**src/design/ssst_pkg.sv**
```systemverilog
package ssst_pkg;

	typedef enum logic [1:0] {
		ST_INSERTED  = 2'd0,
		ST_DUPLICATE = 2'd1,
		ST_FULL      = 2'd2
	} status_t;

	typedef struct packed {
		logic        has_pred;
		logic        has_succ;
		logic [31:0] pred;
		logic [31:0] succ;
	} nbr_t;

endpackage

```
**src/design/ssst_back.sv**
```systemverilog
module ssst_back #(
	parameter int N  = 64,
	parameter int CW = 7
) (
	input  logic                clk,
	input  logic                arst_n,
	input  logic [6:0]          capacity,
	input  logic                q_valid,
	input  logic [31:0]         q_value,
	output logic                q_pop,
	output logic [31:0]         probe,
	input  logic [N-1:0]        lt,
	input  logic                hit,
	output logic [N-1:0]        sel,
	output logic                ins,
	output logic [31:0]         ins_value,
	input  ssst_pkg::nbr_t      nbr,
	input  logic [CW-1:0]       cell_count,
	output logic                out_valid,
	input  logic                out_ready,
	output logic [1:0]          status,
	output logic [6:0]          count,
	output logic                spans_valid,
	output logic [31:0]         shortest_span,
	output logic [31:0]         longest_span
);

	localparam logic [CW+6:0] LIM = (CW+7)'(N);

	logic                s1_v_q;
	logic [31:0]         v_s1;
	logic                s2_v_q;
	logic [31:0]         v_s2;
	logic [N-1:0]        lt_s2;
	ssst_pkg::status_t   st_s2;
	logic                s3_v_q;
	ssst_pkg::status_t   st_s3;
	logic [CW-1:0]       cnt_s3;
	logic [31:0]         gp_s3;
	logic [31:0]         gs_s3;
	logic                hp_s3;
	logic                hs_s3;
	logic [31:0]         span_s3;
	logic [31:0]         lo_q;
	logic [31:0]         hi_q;
	logic [31:0]         min_gap_q;
	logic                out_valid_q;

	logic                adv_s2;
	logic                adv_s3;
	logic                full;
	logic [CW+6:0]       cap_x;
	logic [CW+6:0]       lim_x;
	ssst_pkg::status_t   st_s1;
	logic                is_ins;
	logic [31:0]         lo_n;
	logic [31:0]         hi_n;
	logic [31:0]         m1;
	logic [31:0]         mg;
	logic                sv;
	logic [CW+6:0]       cnt_x;

	assign adv_s3    = s3_v_q && (!out_valid_q || out_ready);
	assign adv_s2    = s2_v_q && (!s3_v_q || adv_s3);
	assign q_pop     = q_valid && !s1_v_q && (!s2_v_q || adv_s2);
	assign probe     = v_s1;
	assign sel       = lt_s2;
	assign ins_value = v_s2;
	assign is_ins    = (st_s2 == ssst_pkg::ST_INSERTED);
	assign ins       = adv_s2 && is_ins;
	assign out_valid = out_valid_q;

	assign cap_x = {{CW{1'b0}}, capacity};
	assign lim_x = (cap_x > LIM) ? LIM : cap_x;
	assign full  = ({7'd0, cell_count} >= lim_x);

	always_comb begin
		if (full) begin
			st_s1 = ssst_pkg::ST_FULL;
		end else if (hit) begin
			st_s1 = ssst_pkg::ST_DUPLICATE;
		end else begin
			st_s1 = ssst_pkg::ST_INSERTED;
		end
	end

	assign lo_n = (is_ins && !nbr.has_pred) ? v_s2 : lo_q;
	assign hi_n = (is_ins && !nbr.has_succ) ? v_s2 : hi_q;

	assign m1    = (hp_s3 && (gp_s3 < min_gap_q)) ? gp_s3 : min_gap_q;
	assign mg    = (hs_s3 && (gs_s3 < m1)) ? gs_s3 : m1;
	assign sv    = (cnt_s3 >= CW'(2));
	assign cnt_x = {7'd0, cnt_s3};

	always_ff @(posedge clk) begin
		if (q_pop) begin
			v_s1 <= q_value;
		end
		if (s1_v_q) begin
			v_s2  <= v_s1;
			lt_s2 <= lt;
			st_s2 <= st_s1;
		end
		if (adv_s2) begin
			st_s3   <= st_s2;
			cnt_s3  <= cell_count + (is_ins ? CW'(1) : CW'(0));
			gp_s3   <= v_s2 - nbr.pred;
			gs_s3   <= nbr.succ - v_s2;
			hp_s3   <= is_ins && nbr.has_pred;
			hs_s3   <= is_ins && nbr.has_succ;
			span_s3 <= hi_n - lo_n;
			lo_q    <= lo_n;
			hi_q    <= hi_n;
		end
		if (adv_s3) begin
			status        <= st_s3;
			count         <= cnt_x[6:0];
			spans_valid   <= sv;
			shortest_span <= sv ? mg : 32'd0;
			longest_span  <= sv ? span_s3 : 32'd0;
		end
	end

	always_ff @(posedge clk or negedge arst_n) begin
		if (!arst_n) begin
			s1_v_q      <= 1'b0;
			s2_v_q      <= 1'b0;
			s3_v_q      <= 1'b0;
			out_valid_q <= 1'b0;
			min_gap_q   <= '1;
		end else begin
			if (q_pop) begin
				s1_v_q <= 1'b1;
			end else if (s1_v_q) begin
				s1_v_q <= 1'b0;
			end
			if (s1_v_q) begin
				s2_v_q <= 1'b1;
			end else if (adv_s2) begin
				s2_v_q <= 1'b0;
			end
			if (adv_s2) begin
				s3_v_q <= 1'b1;
			end else if (adv_s3) begin
				s3_v_q <= 1'b0;
			end
			if (adv_s3) begin
				out_valid_q <= 1'b1;
				min_gap_q   <= mg;
			end else if (out_ready) begin
				out_valid_q <= 1'b0;
			end
		end
	end

endmodule

```
**config.mk**
```make
export PLATFORM = sky130hd
export DESIGN_NAME = ssst_back
export DESIGN_NICKNAME = d
export VERILOG_FILES = /design/src/design/ssst_pkg.sv /design/src/design/ssst_back.sv
export SDC_FILE = /design/constraint.sdc
export NUM_CORES = 1
export LEC_CHECK = 0
export BUFFER_PORTS_ARGS = -buffer_cell sky130_fd_sc_hd__buf_4
export CAP_MARGIN = 15
export CORE_UTILIZATION = 35
export DETAILED_ROUTE_END_ITERATION = 7
export HOLD_SLACK_MARGIN = 0.1
export PLACE_DENSITY = 0.59
export SLEW_MARGIN = 20
export SYNTH_ARGS = -nofsm -noshare
export SYNTH_HDL_FRONTEND = slang
export SYNTH_SLANG_ARGS = --single-unit
```
**constraint.sdc**
```tcl
create_clock -name clk -period 5.72 [get_ports clk]
set_clock_uncertainty 0.15 [all_clocks]
set_input_delay 0 -clock clk [delete_from_list [all_inputs] [get_ports clk]]
set_output_delay 0 -clock clk [all_outputs]
set_load 0.03 [all_outputs]
```
# Word level (Yosys, flattened, before mapping)
# Cells that the tools add are included.
dict set report word_totals {
  inputBits 181
  output_inout_bits 205
  reg_bits 411
  elab_cells 70
}
dict set report classes {
  n_mux 14
  n_addsub 4
  n_lt_le_gt_ge 5
  reduce_logical 24
}
# operator count
set op_table {}
lappend op_table {{two-way mux 32 bit} 4}
lappend op_table {{subtractor 32 bit} 3}
lappend op_table {{< comparator 32 bit} 2}
lappend op_table {{logical AND 1 bit} 11}
lappend op_table {{two-way mux 1 bit} 9}
lappend op_table {{adder 7 x 1 -> 7 bit} 1}
lappend op_table {{>= comparator 7 x 2 -> 1 bit (second input constant)} 1}
lappend op_table {{>= comparator 7 bit} 1}
lappend op_table {{greater-than comparator 7 bit (second input constant)} 1}
lappend op_table {{two-way mux 7 bit} 1}
lappend op_table {{zero test 1 bit} 6}
lappend op_table {{nonzero test 2 bit} 3}
lappend op_table {{logical OR 1 bit} 3}
lappend op_table {{zero test 2 bit} 1}

# Logic depth before layout (Yosys ltp)
dict set report logic_depth {
  ltp_word 8
  depth_mapped 24
  ltp_nobuf 19
}

# Worst setup path before layout
# OpenSTA, ideal clock, no wires.
dict set report synth_timing {
  path_type {register -> register}
  from {reg out_valid_q (netlist: out_valid)}
  to {reg cnt_s3[0] (enable)}
  setup_ns 0.551
  t_arrival_ns 4.660
  setup_slack_ns 0.359
  stages_incl_launch_ff 4
  required_time_ns 5.019
  synth_period_minus_slack_ns 5.361
  path_buffers 0
  path_cell_list {dfrtp_1 nor2b_1 nand2_1 and2_1}
}
dict set report synth_between {
  elab_chain_cells 5
}
# item line
set synth_lines {}
lappend synth_lines {{from (decl)} ssst_back.sv:47} ;# logic out_valid_q;
lappend synth_lines {{from (signal assigned)} ssst_back.sv:129} ;# out_valid_q <= 1'b0;
lappend synth_lines {{from (signal assigned)} ssst_back.sv:148} ;# out_valid_q <= 1'b1;
lappend synth_lines {{from (signal assigned)} ssst_back.sv:151} ;# out_valid_q <= 1'b0;
lappend synth_lines {{zero test 1 bit} ssst_back.sv:63} ;# assign adv_s3 = s3_v_q && (!out_valid_q || out_ready);
lappend synth_lines {{logical OR 1 bit} ssst_back.sv:63}
lappend synth_lines {{logical AND 1 bit} ssst_back.sv:63}
lappend synth_lines {{logical OR 1 bit} ssst_back.sv:64} ;# assign adv_s2 = s2_v_q && (!s3_v_q || adv_s3);
lappend synth_lines {{logical AND 1 bit} ssst_back.sv:64}
lappend synth_lines {{named net adv_s2} ssst_back.sv:49} ;# logic adv_s2;
lappend synth_lines {{to (signal assigned)} ssst_back.sv:106} ;# cnt_s3 <= cell_count + (is_ins ? CW'(1) : CW'(0));
lappend synth_lines {{to (decl)} ssst_back.sv:38} ;# logic [CW-1:0] cnt_s3;
# The timed path passes the listed nets, and every way through them passes these cells.
# A chain may end at the register's enable or synchronous reset.

# Worst setup path in the final report
dict set report layout_timing {
  from {reg min_gap_q[13]}
  to {reg min_gap_q[8]}
}
dict set report layout_between {
  elab_chain_cells 6
}
# item line
set layout_lines {}
lappend layout_lines {{from (decl)} ssst_back.sv:46} ;# logic [31:0] min_gap_q;
lappend layout_lines {{from (signal assigned)} ssst_back.sv:149} ;# min_gap_q <= mg;
lappend layout_lines {{< comparator 32 bit} ssst_back.sv:90} ;# assign m1 = (hp_s3 && (gp_s3 < min_gap_q)) ? gp_s3 : min_gap_q;
lappend layout_lines {{logical AND 1 bit} ssst_back.sv:90}
lappend layout_lines {{two-way mux 32 bit *} ssst_back.sv:90}
lappend layout_lines {{< comparator 32 bit} ssst_back.sv:91} ;# assign mg = (hs_s3 && (gs_s3 < m1)) ? gs_s3 : m1;
lappend layout_lines {{logical AND 1 bit} ssst_back.sv:91}
lappend layout_lines {{two-way mux 32 bit *} ssst_back.sv:91}
# Mark *: on every way between the ends. The rest lies on a longest branch, timed or not.

==> impl_metrics.ini <==
[setup_path]
end_kind = flip-flop
required_ps = 6050
reg2reg_depth = 22
start_kind = flip-flop
r2r_slack_ps = 390
rr_startpoint = min_gap_q[13]
worstSetupPathType = flip-flop to flip-flop
timing.rr.end = min_gap_q[8]
path_max_fanout = 37
crit_arrival_ps = 5660

[placed_design]
routabilityCongestion = 0.887
dp_cells = 3011
io_buffer_count = 385
place_hpwl_microns = 45300

[drt]
vias = 17000
drt_iter0_markers = 1043
vias_per_cell = 4.96
finalWirelength_microns = 64200
drc = 0
firstDrtPassIters = 7
wl_per_cell_microns = 18.8
ant_nets = 0

[sta]
rsz0062_at_grt = false
layout_min_cycle_time_ps = 5330
holdWs_ps = 120
fmax_mhz = 188
tightest_slew_ps = 990
hold_viol = 0
finalMaxSlewViolations = 0
relSlewSlack_pct = 33.6
setup_violations = 0
fin_crit_sh_pct = 93.2
finalSetupTns_ps = 0

[cts]
cts_sinks = 411
cts-root-buf = clkbuf_16
cts_tree = built
cts_made_buffers = 49
htreeDepth = 2
clkLatencyLatePin_ps = 590
ctsLongestPathBuffers = 3
clkTransAtPathRegs_ps = 60

[yosys]
synth_area_leaders = edfxtp_1, ha_1, dfstp_2
ys_seq_area_share_pct = 56.1
synth_xor_area_share_pct = 2.90
synth_edf_count = 375
synth-async-reset-ratio_pct = 8.76
synth_top_area_cell = edfxtp_1
netlist_area_sq_mm = 0.0218
ys_ff_latch = 411
synth_top_family_by_area = compound AO/OA/AOI/OAI gates
syn_nets = 2170
synth_compound_area_share_pct = 13.7
synthSimpleGateAreaFrac_pct = 9.82
yosysUniqueCellTypes = 72
synthAdderAreaFrac_pct = 9.70
synth_area_per_cell_sq_um = 11.9
synth_top_area_share_pct = 51.7
syn_inst = 1822
synth_mux_area_share_pct = 3.25
yosysWarnings = 0
synth_ff_type = edfxtp_1

[floorplanning]
rows = 91
dieArea_sq_mm = 0.0632
dieWidth_microns = 251
start_util_pct = 35.3
die_h_microns = 251
core-area_sq_mm = 0.0616
ioPinCount = 386

[grt]
grt_max_degree = 100
antenna_found_initial = 4
gr-usage-all-layers_pct = 19.9
grt_pass1_wl_microns = 97700
grt-ovfl-total = 0
first_global_vias = 17300

[pwr]
power_uw = 11700
p_switching_uw = 3870
swShare_pct = 33.1
p_comb_share_pct = 34.7
irDropWorstVdd_v = 0.000253
seq_power_share_pct = 37.6
powerDensity_mw_per_mm2 = 382
p_leak_uw = 0.0126
pwr-share-clk_pct = 27.7
p_int_uw = 7820

[layout]
syn2layout_area_growth_pct = 40.5
utilization_pct = 49.6
fillerInstances = 5339
final_cells = 3419
multi_input_comb_area_sq_mm = 0.00861
nNetsFinal = 2886
drive_gt1_share_pct = 22.1
seq_area_sq_mm = 0.0122

[job]
drv_cap = 0

[hold_path]
hp-class = primary input to async pin

[outcome]
outcome = finished, final reports clean
## cells in the final DEF, fill, tap and decap left out, types with 23 or more instances in the layout
| cell | instances |
|---|---|
| clkbuf_16 | 50 |
| xnor2_1 | 52 |
| nor2_1 | 65 |
| nor2b_1 | 54 |
| nand3_1 | 28 |
| ha_1 | 164 |
| a21oi_1 | 143 |
| a21o_1 | 52 |
| edfxtp_1 | 375 |
| o221ai_1 | 31 |
| and2_1 | 41 |
| mux2i_1 | 37 |
| o21ai_0 | 50 |
| dfstp_2 | 32 |
| inv_1 | 198 |
| nand2_1 | 90 |
| dlygate4sd3_1 | 310 |
| buf_4 | 400 |
| nor3_1 | 29 |
| o21a_1 | 23 |
| a211oi_1 | 44 |
| mux2_2 | 30 |
## metal layers
metal,vias up,wire length [microns],GRT usage (%)
met5,-,11,0
met4,2,1750,6.13
met3,110,3520,4.32
met2,466,31200,34.0
met1,8183,27700,25.1
li1,8190,-,-
## kinds of logic (layout without fill, tap and decap cells)
family | Yosys count | in the layout
other cells | 0 | 4
buf+inv | 253 | 1009
flops | 411 | 411
simple gates | 407 | 407
compound gates | 445 | 445
mux | 67 | 67
xor+xnor | 72 | 72
fa+ha+maj | 167 | 167
## critical path, cell delays in order (launching register included)
cell and delay (ps):
dfstp_2 510, inv_1 60, ha_1 300, a21oi_1 130
nor2_1 60, a211oi_1 250, o21ai_1 130, a2111oi_4 340
and2_1 230, buf_12 230, a21oi_1 150, ha_1 320
nand2_1 60, nor3_1 300, nand2_1 140, nor4_2 460
a21oi_1 130, o21ai_1 330, a31oi_4 90, buf_12 170
nand2_1 60, buf_4 390, o221ai_1 210
## power by group through the flow
stage / Sequential [uW] / Clock, uW / Combinational (uW)
after global routing: 4450 / 3420 / 4480
final: 4390 / 3240 / 4060
after global placement: 4450 / 0 / 3750
after detailed placement: 4450 / 0 / 3790
after floorplan: 4780 / 0 / 2260
after CTS: 4400 / 3320 / 4050
## final cells by class
type                    instances  area share [%]
well taps                     837            3.43
flip-flops and latches        411            39.9
repair buffers                718            20.5
inverters                     200            2.46
diodes                          4          0.0327
clock inverters                26           0.970
clock buffers                  65            4.54
multi-input cells            1158            28.2
## stage by stage
stage,worst slack [ps],cell area (sq um)
2_1_floorplan,359,21800
3_3_place_gp,237,25700
3_5_place_dp,159,25700
4_1_cts,147,30500
5_1_grt,45.8,30600
6_report,388,30600
## Yosys cell counts, drive strengths merged, types with 42 or more instances
| cell type | count |
|---|---|
| a211oi | 44 |
| a21o | 52 |
| a21oi | 143 |
| and2 | 42 |
| edfxtp | 375 |
| ha | 164 |
| inv | 200 |
| nand2 | 90 |
| nor2 | 66 |
| nor2b | 54 |
| o21ai | 53 |
| xnor2 | 52 |
## sequential cells by signal (all words and copies together), names as in the netlist, 2 cells and up
signal         cells
sel               64
gp_s3             32
gs_s3             32
hi_q              32
ins_value         32
lo_q              32
longest_span      32
min_gap_q         32
probe             32
shortest_span     32
span_s3           32
cnt_s3             7
count              7
st_s2              2
st_s3              2
status             2
## what timing repair did
item / CTS / global route
hold endpoints to repair: 310 / 0
resized for setup: 0 / 2
hold buffers: 310 / 0
buffers inserted: 0 / 3
setup endpoints to repair: 0 / 59
## worst max-delay path by stage
stage	startpoint	end	slack, ps
floorplan	out_valid	cnt_s3[0]	360
global placement	min_gap_q[13]	min_gap_q[30]	240
detailed placement	min_gap_q[13]	min_gap_q[8]	160
CTS	min_gap_q[13]	min_gap_q[8]	150
global route	min_gap_q[13]	min_gap_q[29]	50
finish	min_gap_q[13]	min_gap_q[8]	390
(Power assumes the default switching activity.)
