===== src/design/ssst_queue.sv =====
module ssst_queue #(
	parameter int W = 32
) (
	input  logic         clk,
	input  logic         arst_n,
	input  logic         push_valid,
	output logic         push_ready,
	input  logic [W-1:0] push_data,
	output logic         pop_valid,
	input  logic         pop,
	output logic [W-1:0] pop_data
);

	logic [W-1:0] mem_q [2];
	logic         wr_q;
	logic         rd_q;
	logic [1:0]   fill_q;
	logic         do_push;
	logic         do_pop;

	assign push_ready = (fill_q != 2'd2);
	assign pop_valid  = (fill_q != 2'd0);
	assign pop_data   = mem_q[rd_q];
	assign do_push    = push_valid && push_ready;
	assign do_pop     = pop && pop_valid;

	always_ff @(posedge clk) begin
		if (do_push) begin
			mem_q[wr_q] <= push_data;
		end
	end

	always_ff @(posedge clk or negedge arst_n) begin
		if (!arst_n) begin
			wr_q   <= 1'b0;
			rd_q   <= 1'b0;
			fill_q <= 2'd0;
		end else begin
			if (do_push) begin
				wr_q <= ~wr_q;
			end
			if (do_pop) begin
				rd_q <= ~rd_q;
			end
			case ({do_push, do_pop})
				2'b10:   fill_q <= fill_q + 2'd1;
				2'b01:   fill_q <= fill_q - 2'd1;
				default: fill_q <= fill_q;
			endcase
		end
	end

endmodule


===== config.mk =====
export PLATFORM = sky130hd
export DESIGN_NAME = ssst_queue
export DESIGN_NICKNAME = d
export VERILOG_FILES = /design/src/design/ssst_queue.sv
export SDC_FILE = /design/constraint.sdc
export NUM_CORES = 1
export LEC_CHECK = 0
export ABC_CLOCK_PERIOD_IN_PS = 3140
export BUFFER_PORTS_ARGS = -buffer_cell sky130_fd_sc_hd__buf_4
export CAP_MARGIN = 10
export CORE_ASPECT_RATIO = 0.8
export CORE_MARGIN = 1
export CORE_UTILIZATION = 51
export CTS_CLUSTER_SIZE = 12
export DETAILED_ROUTE_END_ITERATION = 16
export PLACE_DENSITY = 0.87
export REMOVE_ABC_BUFFERS = 1
export SYNTH_ARGS = -nofsm -noshare
export SYNTH_HDL_FRONTEND = slang
export SYNTH_SLANG_ARGS = --single-unit

===== constraint.sdc =====
create_clock -name clk -period 3.14 [get_ports clk]
set_input_delay 0.628 -clock clk [delete_from_list [all_inputs] [get_ports clk]]
set_output_delay 0.628 -clock clk [all_outputs]
set_load 0.01 [all_outputs]

; Yosys cells after proc, flatten, opt, wreduce, memory -nomap -nowiden
; Memories as Yosys holds them, arrays and structs flattened.
; Index checks and enable logic that the tools add are counted.
; W data, S select, Z words.
[op_classes]
n_addsub = 2
mul = 0
div_mod_pow = 0
order_cmp = 0
n_eq_ne = 3
shifts = 0
muxes = 3
bitwise_logic = 2
reduce_logical = 4
[ops]
columns = op, n
row1 = $pmux W2 S2, 1
row2 = $reduce_bool A2 Y1, 2
row3 = $add A2 B1 Y2 const B, 1
row4 = $eq A2 B1 Y1 const B, 1
row5 = $eq A2 B2 Y1 const B, 1
row6 = $logic_and A1 B1 Y1, 2
row7 = $mux W1, 2
row8 = $ne A2 B2 Y1 const B, 1
row9 = $not A1 Y1, 2
row10 = $sub A2 B1 Y2 const B, 1
[word_totals]
reg_bits = 4
latch_bits = 0
ramBits = 64
mem_bits_ro = 0
input_bits = 36
elab_cells = 18
mem_count = 1
[memory_table]
columns = memory, words, width, rd, rd_clocked_by_memory_dff, write_ports, line
row1 = mem_q, 2, 32, 1, 0, 1, 14  ; logic [W-1:0] mem_q [2];

; Logic depth before layout (Yosys ltp)
; Gate-level depths: netlist (run 1).
[logic_depth]
word_depth = 4
depth_mapped = 6
depth_no_buf = 6

; Worst setup path before layout (run 1)
; Ideal clock, no wire load.
[synth_path]
path_kind = input to register
startpoint = input port push_valid
endpoint = memory mem_q[0][0] (enable)
setup_time_ns = 0.421
t_arrival_ns = 2.079
slack_ns = 0.640
cell_stages = 2
n_path_buf = 0
path_cell_list = nand2_1 -> nor2_1
[synth_via]
elab_chain_len = 3
[synth_lines]
columns = element, line
row1 = "start, declared", 6  ; input logic push_valid,
row2 = $logic_and A1 B1 Y1, 24  ; assign do_push = push_valid && push_ready;
row3 = $mux W1, 28  ; if (do_push) begin
row4 = $mux W1 (not written as such), 29  ; mem_q[wr_q] <= push_data;
row5 = "end, declared", 14
; Every way passes these cells.

; Worst setup path in the final report (run 1)
[layout_path]
startpoint = register rd_q
endpoint = output port pop_data[5]
[layout_via]
elab_chain_len = 1
[layout_lines]
columns = element, line
row1 = "start, declared", 16  ; logic rd_q;
row2 = "start signal, assigned", 43  ; rd_q <= ~rd_q;
row3 = $mem_v2 Z2 W32, --
row4 = "end, declared", 11  ; output logic [W-1:0] pop_data
; Every way passes these cells.

==> results.py, run 1 <==
metrics = {
    "timing": {
        "worst_slew_pin_slew_ns": 0.9275,
        "fin_ws_ns": 0.7426,
        "final.min_clock_period_ns": 2.397,
        "hold_viol_final": 0,
        "clock.fmax_mhz": 417.1,
        "setup_viol": 0,
        "rsz0062_at_grt": "false",
        "setup_tns_ns": 0,
        "clock_skew_ns": 0.004687,
        "finalCritPeriodShare_pct": 76.35,
        "slew_headroom_pct": 38.02,
        "slew_violations": 0,
    },
    "setup_path": {
        "path_buf_inv": 2,
        "path_depth": 3,
        "worstSetupPathType": "flop to primary output",
        "crit_chain": "buf_4 -> mux2_2 -> buf_4",
        "start_kind": "flop",
        "cp_max_fo": 27,
        "arrival_ns": 1.77,
        "cp_common_cell": "buf_4",
        "reg2regPathDepth": 3,
        "slowest_stage": "dfrtp_1",
        "critPathMaxStageDelay_ns": 0.49,
        "required_ns": 2.51,
        "crit_family": "buffers and inverters",
        "endpoint_kind": "primary output",
    },
    "grt": {
        "grt_use_total_pct": 18.24,
        "grt_max_degree": 33,
        "grt_pass1_wl_um": 6492,
        "grt_pass1_vias": 1360,
        "antenna_found_initial": 0,
        "gr-total-overflow": 0,
    },
    "die": {
        "start_util_pct": 53.90,
        "die_y_um": 64.90,
        "io_pins": 70,
        "dieArea_um2": 5233,
        "die_w_um": 80.63,
        "coreArea_um2": 4679,
        "fp-row-count": 22,
    },
    "cts": {
        "clock-sinks": 68,
        "htreeDepth": 3,
        "postCtsHoldBufs": 0,
        "clkTransAtPathRegs_ns": 0.06,
        "cts_buffers": 9,
        "post_cts_buffers": 0,
        "cts_tree": "built",
        "cts_resized": 0,
        "cts_max_path_buffers": 2,
        "root_buffer": "clkbuf_8",
        "insertion_delay_ns": 0.33,
    },
    "yosys": {
        "async_reset_ff_share_pct": 5.882,
        "syn_area_per_cell_um2": 21.56,
        "yosysWarnings": 0,
        "synth.top_cells.by_area": "edfxtp_1, mux2_2, dfrtp_1",
        "yosysTopAreaCellShare_pct": 76.19,
        "ys_types": 14,
        "yosys.cell_count.top_type": "edfxtp_1",
        "synth_edf_count": 64,
        "synth_common_cells": "edfxtp_1, mux2_2, buf_6, dfrtp_1, xnor2_1",
        "yosys.area.top_type": "edfxtp_1",
        "yosysSeqAreaShare_pct": 80.16,
        "ys_ff_latch": 68,
        "syn_inst": 117,
        "ys.flop_type": "edfxtp_1",
        "syn_area_um2": 2522,
    },
    "route": {
        "drt-initial-drc-count": 38,
        "drc_errors": 0,
        "routedWlPerCell_um": 16.34,
        "drtAntennaViolNets": 0,
        "firstDrtPassIters": 4,
        "vias": 1270,
        "routed_wl_um": 4215,
        "viasPerCell": 4.922,
    },
    "flow_run": {
        "cap_violations": 0,
    },
    "power_and_ir_drop": {
        "p_per_area_nw_per_um2": 900.4,
        "swShare_pct": 28.11,
        "pwr-share-clk_pct": 21.6,
        "irDropWorstVdd_mv": 0.5762,
        "p_comb_share_pct": 33.2,
        "p_sw_mw": 0.8258,
        "power.share.sequential_pct": 45.1,
        "leakage_nw": 1.240,
        "p_int_mw": 2.112,
    },
    "layout": {
        "diodes": 0,
        "nets": 232,
        "fill_cells": 301,
        "drive_above_1_share_pct": 57.58,
        "synthToLayoutAreaGrowth_pct": 29.37,
        "multiInputGateArea_um2": 462.9,
        "regArea_um2": 2022,
    },
    "run_status": {
        "status": "finished clean",
    },
    "place": {
        "portBuffers": 69,
        "pre_cts_slack_ns": 1.097,
        "dp_hpwl_um": 2817,
        "place_congestion": 0.6886,
    },
    "hold_path": {
        "hp-class": "input pin to asynchronous set/reset pin",
    },
}
-- sequential cells by signal, summed over array words and instances, names as in the netlist --
register,flops
wr_q,1
fill_q,2
rd_q,1
mem_q,64
-- placed cells by master (no fill, tap or decap) --
| cell | Yosys | final |
|---|---|---|
| and2_4 | 1 | 1 |
| and3_1 | 1 | 1 |
| buf_4 | 0 | 71 |
| bufinv_16 | 0 | 1 |
| clkbuf_1 | 0 | 1 |
| clkbuf_8 | 0 | 9 |
| clkinv_1 | 0 | 2 |
| clkinv_2 | 0 | 1 |
| dfrtp_1 | 4 | 4 |
| edfxtp_1 | 64 | 64 |
| ha_1 | 1 | 1 |
| mux2_1 | 2 | 2 |
| mux2_2 | 30 | 30 |
| nand2_1 | 1 | 1 |
| nand2b_1 | 1 | 1 |
| nor2_1 | 2 | 1 |
| nor2_4 | 0 | 1 |
| or2_1 | 1 | 1 |
| xnor2_1 | 3 | 3 |
| xor2_1 | 2 | 2 |
-- cell type report --
class,instances,area share [%]
Timing Repair Buffer,71,16.33
Clock inverter,4,1.304
Clock buffer,10,3.911
Multi-Input combinational cell,45,14.19
Sequential cell,68,61.96
Tap cell,60,2.301
-- per-layer routing --
metal	global-route usage, %	vias up	part of all wire [%]
li1	-	603	-
met1	20.95	605	40
met2	29.13	57	50
met3	10.70	5	9.6
met4	4.688	0	0.81
met5	0	-	0
-- metrics by stage --
| stage | util, % | instance area (µm²) | power [mW] | instances | hold WS (ns) |
|---|---|---|---|---|---|
| after global routing | 69.73 | 3263 | 3.088 | 258 | 0.05417 |
| final | 69.73 | 3263 | 2.938 | 258 | 0.07668 |
| after floorplan | - | 2477 | 1.867 | 113 | 0.3324 |
| after global placement | 66.10 | 3093 | 2.291 | 244 | 0.4274 |
| after CTS | 69.73 | 3263 | 2.969 | 258 | 0.05641 |
| after detailed placement | 66.10 | 3093 | 2.331 | 244 | 0.4266 |
-- kinds of logic (layout without fill, tap and decap cells) --
family | after synthesis | in the layout | synth area share (%)
muxes | 32 | 32 | 14.29
and+or+nand+nor | 7 | 7 | 1.538
buffers and inverters | 4 | 85 | 1.786
DFF | 68 | 68 | 80.16
adders and majority gates | 1 | 1 | 0.4960
xor gates and xnor gates | 5 | 5 | 1.736
-- power groups by stage --
stage	sequential [mW]	combinational (mW)	clock, mW
2_1_floorplan	1.36	0.503	0
5_1_grt	1.35	1.05	0.691
3_5_place_dp	1.34	0.986	0
4_1_cts	1.33	0.991	0.651
6_report	1.33	0.977	0.635
3_3_place_gp	1.33	0.964	0
-- path summary, 6_finish.rpt --
path,startpoint,end,slack (ns)
max in group asynchronous,arst_n,wr_q,2.96
setup reg to reg,fill_q[0],mem_q[0][15],1.29
hold / removal,arst_n,fill_q[0],0.08
setup / recovery,rd_q,pop_data[5],0.74
min in group clk,push_data[10],mem_q[0][10],0.48
hold reg to reg,fill_q[1],fill_q[1],0.50
No activity file was read; power rests on OpenSTA's default activity.
==> run 2: changes to the inputs <==
Settings changed: ABC_CLOCK_PERIOD_IN_PS 3140 to 2400.
Clock period 3.14 ns to 2.4 ns, I/O delays scaled along.
==> run 2 against run 1 <==
  * Utilization grew 0.53 points
  * Die area unchanged
  * Combinational power up 36%
  * Final cell count increased by 1.9%
  * Count of clock-buffer cells in the layout shrank 1
  * Sequential cell count unchanged
  * Design area increased by 0.77%
==> results.py, run 2 (synthesized netlist as in run 1, its figures left out) <==
metrics = {
    "hold_path": {
        "hp-class": "input pin to flop",
    },
    "power_and_ir_drop": {
        "p_per_area_nw_per_um2": 1146,
        "irDropWorstVdd_mv": 0.7682,
        "leakage_nw": 1.252,
        "power_mw": 3.768,
    },
    "cts": {
        "root_buffer": "clkbuf_8",
        "post_cts_buffers": 0,
        "clkTransAtPathRegs_ns": 0.06,
        "cts_tree": "built",
        "cts_buffers": 9,
        "cts_resized": 0,
        "postCtsHoldBufs": 1,
        "clock-sinks": 68,
        "cts_max_path_buffers": 2,
        "insertion_delay_ns": 0.33,
        "htreeDepth": 3,
    },
    "setup_path": {
        "crit_family": "buffers and inverters",
        "cp_max_fo": 16,
        "crit_chain": "buf_4 -> mux2_2 -> buf_4",
        "critPathMaxStageDelay_ns": 0.38,
        "endpoint_kind": "primary output",
        "slowest_stage": "mux2_2",
        "arrival_ns": 1.45,
        "start_kind": "flop",
        "path_buf_inv": 2,
        "required_ns": 1.92,
        "cp_common_cell": "buf_4",
        "worstSetupPathType": "flop to primary output",
    },
    "die": {
        "fp-row-count": 22,
        "dieArea_um2": 5233,
        "start_util_pct": 53.90,
        "coreArea_um2": 4679,
        "io_pins": 70,
        "die_w_um": 80.63,
        "die_y_um": 64.90,
    },
    "layout": {
        "finish.instance_area_um2": 3288,
        "top_regs": "mem_q x64, fill_q x2",
        "most-common-layout-cells": "buf_4, edfxtp_1, mux2_2, clkbuf_8, dfrtp_1",
        "top_register": "mem_q",
        "drive_above_1_share_pct": 58.13,
        "regArea_um2": 2022,
        "final_common_cell": "buf_4",
        "multiInputGateArea_um2": 462.9,
        "synthToLayoutAreaGrowth_pct": 30.36,
        "largest_reg_flops": 64,
        "nets": 235,
        "fill_cells": 315,
        "diodes": 0,
    },
    "grt": {
        "grt_use_total_pct": 17.35,
        "gr-total-overflow": 0,
        "grt_max_degree": 33,
        "grt_pass1_vias": 1334,
        "grt_pass1_wl_um": 6175,
        "antenna_found_initial": 0,
    },
    "place": {
        "pre_cts_slack_ns": 0.7076,
        "portBuffers": 69,
        "dp_hpwl_um": 2691,
        "place_congestion": 0.7240,
        "dpl_cell_area_um2": 3120,
    },
    "timing": {
        "fin_ws_ns": 0.4725,
        "slew_violations": 0,
        "finalCritPeriodShare_pct": 80.31,
        "rsz0062_at_grt": "false",
        "setup_tns_ns": 0,
        "setup_viol": 0,
        "hold_viol_final": 0,
        "clock_skew_ns": 0.005802,
        "final.min_clock_period_ns": 1.927,
        "clock.fmax_mhz": 518.8,
        "worst_slew_pin_slew_ns": 0.5156,
        "slew_headroom_pct": 65.54,
        "hold_ws_ns": 0.3286,
    },
    "route": {
        "drt-initial-drc-count": 24,
        "routedWlPerCell_um": 14.98,
        "routed_wl_um": 3941,
        "drc_errors": 0,
        "vias": 1278,
        "viasPerCell": 4.859,
        "drtAntennaViolNets": 0,
        "firstDrtPassIters": 4,
    },
    "flow_run": {
        "cap_violations": 0,
    },
    "run_status": {
        "status": "finished clean",
    },
}
-- run 2: cell types whose count changed in the layout (fill, tap and decap cells not counted) --
cell	previous run	this run
buf_12	0	1
buf_4	71	72
bufinv_16	1	0
clkbuf_1	1	0
clkinv_1	2	3
clkinv_2	1	3
clkinvlp_4	0	1
dlygate4sd3_1	0	1
-- run 2: routing by layer --
layer  up-vias  global-route usage [%]  share of wire, %
met5         -                       0                 0
met4         0                   4.688              0.41
met3         4                   10.00               8.5
met2        54                   28.71                50
met1       606                   19.04                41
li1        614                       -                 -
-- run 2: worst reg2reg max path, cell delays in order (launching register included) --
cell,delay (ns)
dfrtp_1,0.41
nand2b_1,0.17
nand2_1,0.14
nor2_4,0.44
buf_12,0.23
-- run 2: path summary, 6_finish.rpt --
kind                       slack (ns)  cells after the start          start      endpoint
hold / removal                   0.33                      1  push_data[21]  mem_q[0][21]
min in group asynchronous        0.48                      2         arst_n     fill_q[1]
hold reg to reg                  0.49                      1      fill_q[1]     fill_q[1]
max in group asynchronous        1.82                      2         arst_n          rd_q
setup / recovery                 0.47                      3           rd_q  pop_data[14]
setup reg to reg                 0.72                      4      fill_q[0]  mem_q[0][19]
-- run 2: cell type report --
cell class / instances / share of cell area, %
Timing Repair Buffer: 74 / 17.35
Tap cell: 60 / 2.283
Sequential cell: 68 / 61.49
Clock buffer: 9 / 3.767
Clock inverter: 7 / 1.027
Multi-Input combinational cell: 45 / 14.08
-- run 2: per-stage QoR --
step                      util [%]  instances
final                        70.27        263
after global routing         70.27        263
after CTS                    70.27        263
after detailed placement     66.68        246
after global placement       66.68        246
after floorplan                  -        113
-- run 2: where the power goes --
| group | leakage [nW] | internal, mW | switching (mW) |
|---|---|---|---|
| Clock | 0.0813 | 0.357 | 0.375 |
| Combinational | 0.529 | 0.707 | 0.621 |
| Sequential | 0.641 | 1.63 | 0.0805 |
| Total | 1.25 | 2.69 | 1.08 |
==> run 3: changes to the inputs <==
Settings changed: ABC_CLOCK_PERIOD_IN_PS 2400 to 1550, CORE_UTILIZATION 51 to 46, PLACE_DENSITY 0.87 to 0.83.
Clock period 2.4 ns to 1.55 ns, I/O delays scaled along.
==> run 3 against run 2 <==
  * Critical path depth unchanged
  * The run now ends with design-rule violations, negative setup slack left
  * Sequential cell count unchanged
  * Critical endpoint is now pop_data[31]
  * Hold slack worse by 0.17 ns
  * Non-clock buffer count up 3
  * Critical path type unchanged
  * Routed wire length up 4.9%
  * Power up 71%
==> results.py, run 3 (synthesized netlist as in run 1, its figures left out) <==
metrics = {
    "run_status": {
        "status": "complete, but fails checks",
        "violations": "design-rule violations, negative setup slack",
    },
    "grt": {
        "grt_pass1_vias": 1336,
        "gr-total-overflow": 0,
        "grt_use_total_pct": 15.38,
        "antenna_found_initial": 0,
        "grt_pass1_wl_um": 6341,
        "grt_max_degree": 27,
    },
    "setup_path": {
        "slowest_stage": "dfrtp_2",
        "crit_family": "flip-flops",
        "required_ns": 1.24,
        "worstSetupPathType": "flop to primary output",
        "path_buf_inv": 2,
        "critPathMaxStageDelay_ns": 0.41,
        "cp_max_fo": 19,
        "arrival_ns": 1.41,
        "start_kind": "flop",
        "endpoint_kind": "primary output",
        "crit_chain": "buf_12 -> mux2_2 -> buf_4",
    },
    "cts": {
        "clock-sinks": 68,
        "root_buffer": "clkbuf_8",
        "cts_max_path_buffers": 2,
        "cts_buffers": 9,
        "insertion_delay_ns": 0.33,
        "clkTransAtPathRegs_ns": 0.07,
        "cts_tree": "built",
        "htreeDepth": 3,
    },
    "route": {
        "drc_errors": 6,
        "dr_wl_met3_um": 408,
        "viasPerCell": 4.869,
        "met2WireLength_um": 2030,
        "routed_wl_um": 4136,
        "drt-initial-drc-count": 66,
        "wl_met1_um": 1671,
        "routedWlPerCell_um": 15.43,
        "drtAntennaViolNets": 0,
        "firstDrtPassIters": 10,
        "routed.top_layer": "met4",
        "vias": 1305,
    },
    "layout": {
        "utilization_pct": 66.63,
        "final_common_cell": "buf_4",
        "drive_above_1_share_pct": 61.65,
        "largest_reg_flops": 64,
        "top_regs": "mem_q x64, fill_q x2",
        "nets": 238,
        "most-common-layout-cells": "buf_4, edfxtp_1, mux2_2, clkbuf_8, buf_12",
        "finalNonFillerCells": 268,
        "finish.instance_area_um2": 3432,
        "synthToLayoutAreaGrowth_pct": 36.06,
        "top_register": "mem_q",
        "diodes": 0,
    },
    "power_and_ir_drop": {
        "irDropWorstVdd_mv": 1.019,
        "power_mw": 6.453,
        "leakage_nw": 1.313,
        "p_per_area_nw_per_um2": 1880,
    },
    "die": {
        "fp-row-count": 23,
        "coreArea_um2": 5151,
        "io_pins": 70,
        "die_w_um": 84.79,
        "die_y_um": 68.24,
        "dieArea_um2": 5786,
        "start_util_pct": 48.97,
    },
    "timing": {
        "final.min_clock_period_ns": 1.718,
        "slew_headroom_pct": 86.94,
        "clock_skew_ns": 0.01039,
        "finalCritPeriodShare_pct": 110.8,
        "setup_tns_ns": -4.671,
        "hold_ws_ns": 0.1569,
        "slew_violations": 0,
        "rsz0062_at_grt": "true",
        "setup_viol": 32,
        "clock.fmax_mhz": 582.0,
        "worst_slew_pin_slew_ns": 0.1954,
        "fin_ws_ns": -0.1681,
        "hold_viol_final": 0,
    },
    "place": {
        "portBuffers": 69,
        "placedCellCount": 250,
        "place_congestion": 0.7214,
        "dp_hpwl_um": 2751,
        "pre_cts_slack_ns": 0.03219,
        "dpl_cell_area_um2": 3176,
    },
    "hold_path": {
        "hp-class": "input pin to flop",
    },
    "flow_run": {
        "cap_violations": 0,
    },
}
## run 3: power by group
part           switching [mW]  total, mW  internal, mW
logic                   0.996       2.27          1.27
registers               0.139       2.66          2.52
clock network           0.623       1.53         0.905
total                    1.76       6.45          4.69
## run 3: layout make-up
type / count / area (µm²)
multi-input cells: 45 / 476.7
repair buffers: 77 / 638.1
flip-flops and latches: 68 / 2023
well taps: 62 / 77.57
fillers: 356 / 1719
clock buffers: 10 / 127.6
clock inverters: 6 / 88.84
## run 3: path summary, 6_finish.rpt
check                              start            to  slack (ns)  cells after the start
setup / recovery                    rd_q  pop_data[31]       -0.17                      3
hold / removal             push_data[30]  mem_q[0][30]        0.16                      1
min in group asynchronous         arst_n     fill_q[1]        0.31                      2
max in group asynchronous         arst_n          rd_q        1.12                      2
hold reg to reg                fill_q[0]     fill_q[0]        0.54                      1
setup reg to reg               fill_q[1]     fill_q[1]        0.08                      5
## run 3: repair_timing
item / CTS / global route
setup endpoints to repair: 32 / 33
hold buffers: 1 / 0
setup buffers: 0 / 1
endpoints found under the hold margin: 4 / 0
pin swaps: 0 / 2
resized for setup: 3 / 4
## run 3: layer usage
layer  vias up  GRT usage [%]
met3         4          8.444
met1       626          17.11
met5         -              0
met2        57          25.41
li1        618              -
met4         0          5.720
## run 3: worst reg2reg max path, cell delays in order, from the launching register on
cell and delay [ns]:
dfrtp_1 0.41, or2_1 0.25, and2_4 0.17, ha_2 0.34, nor2_1 0.05, xor2_1 0.13
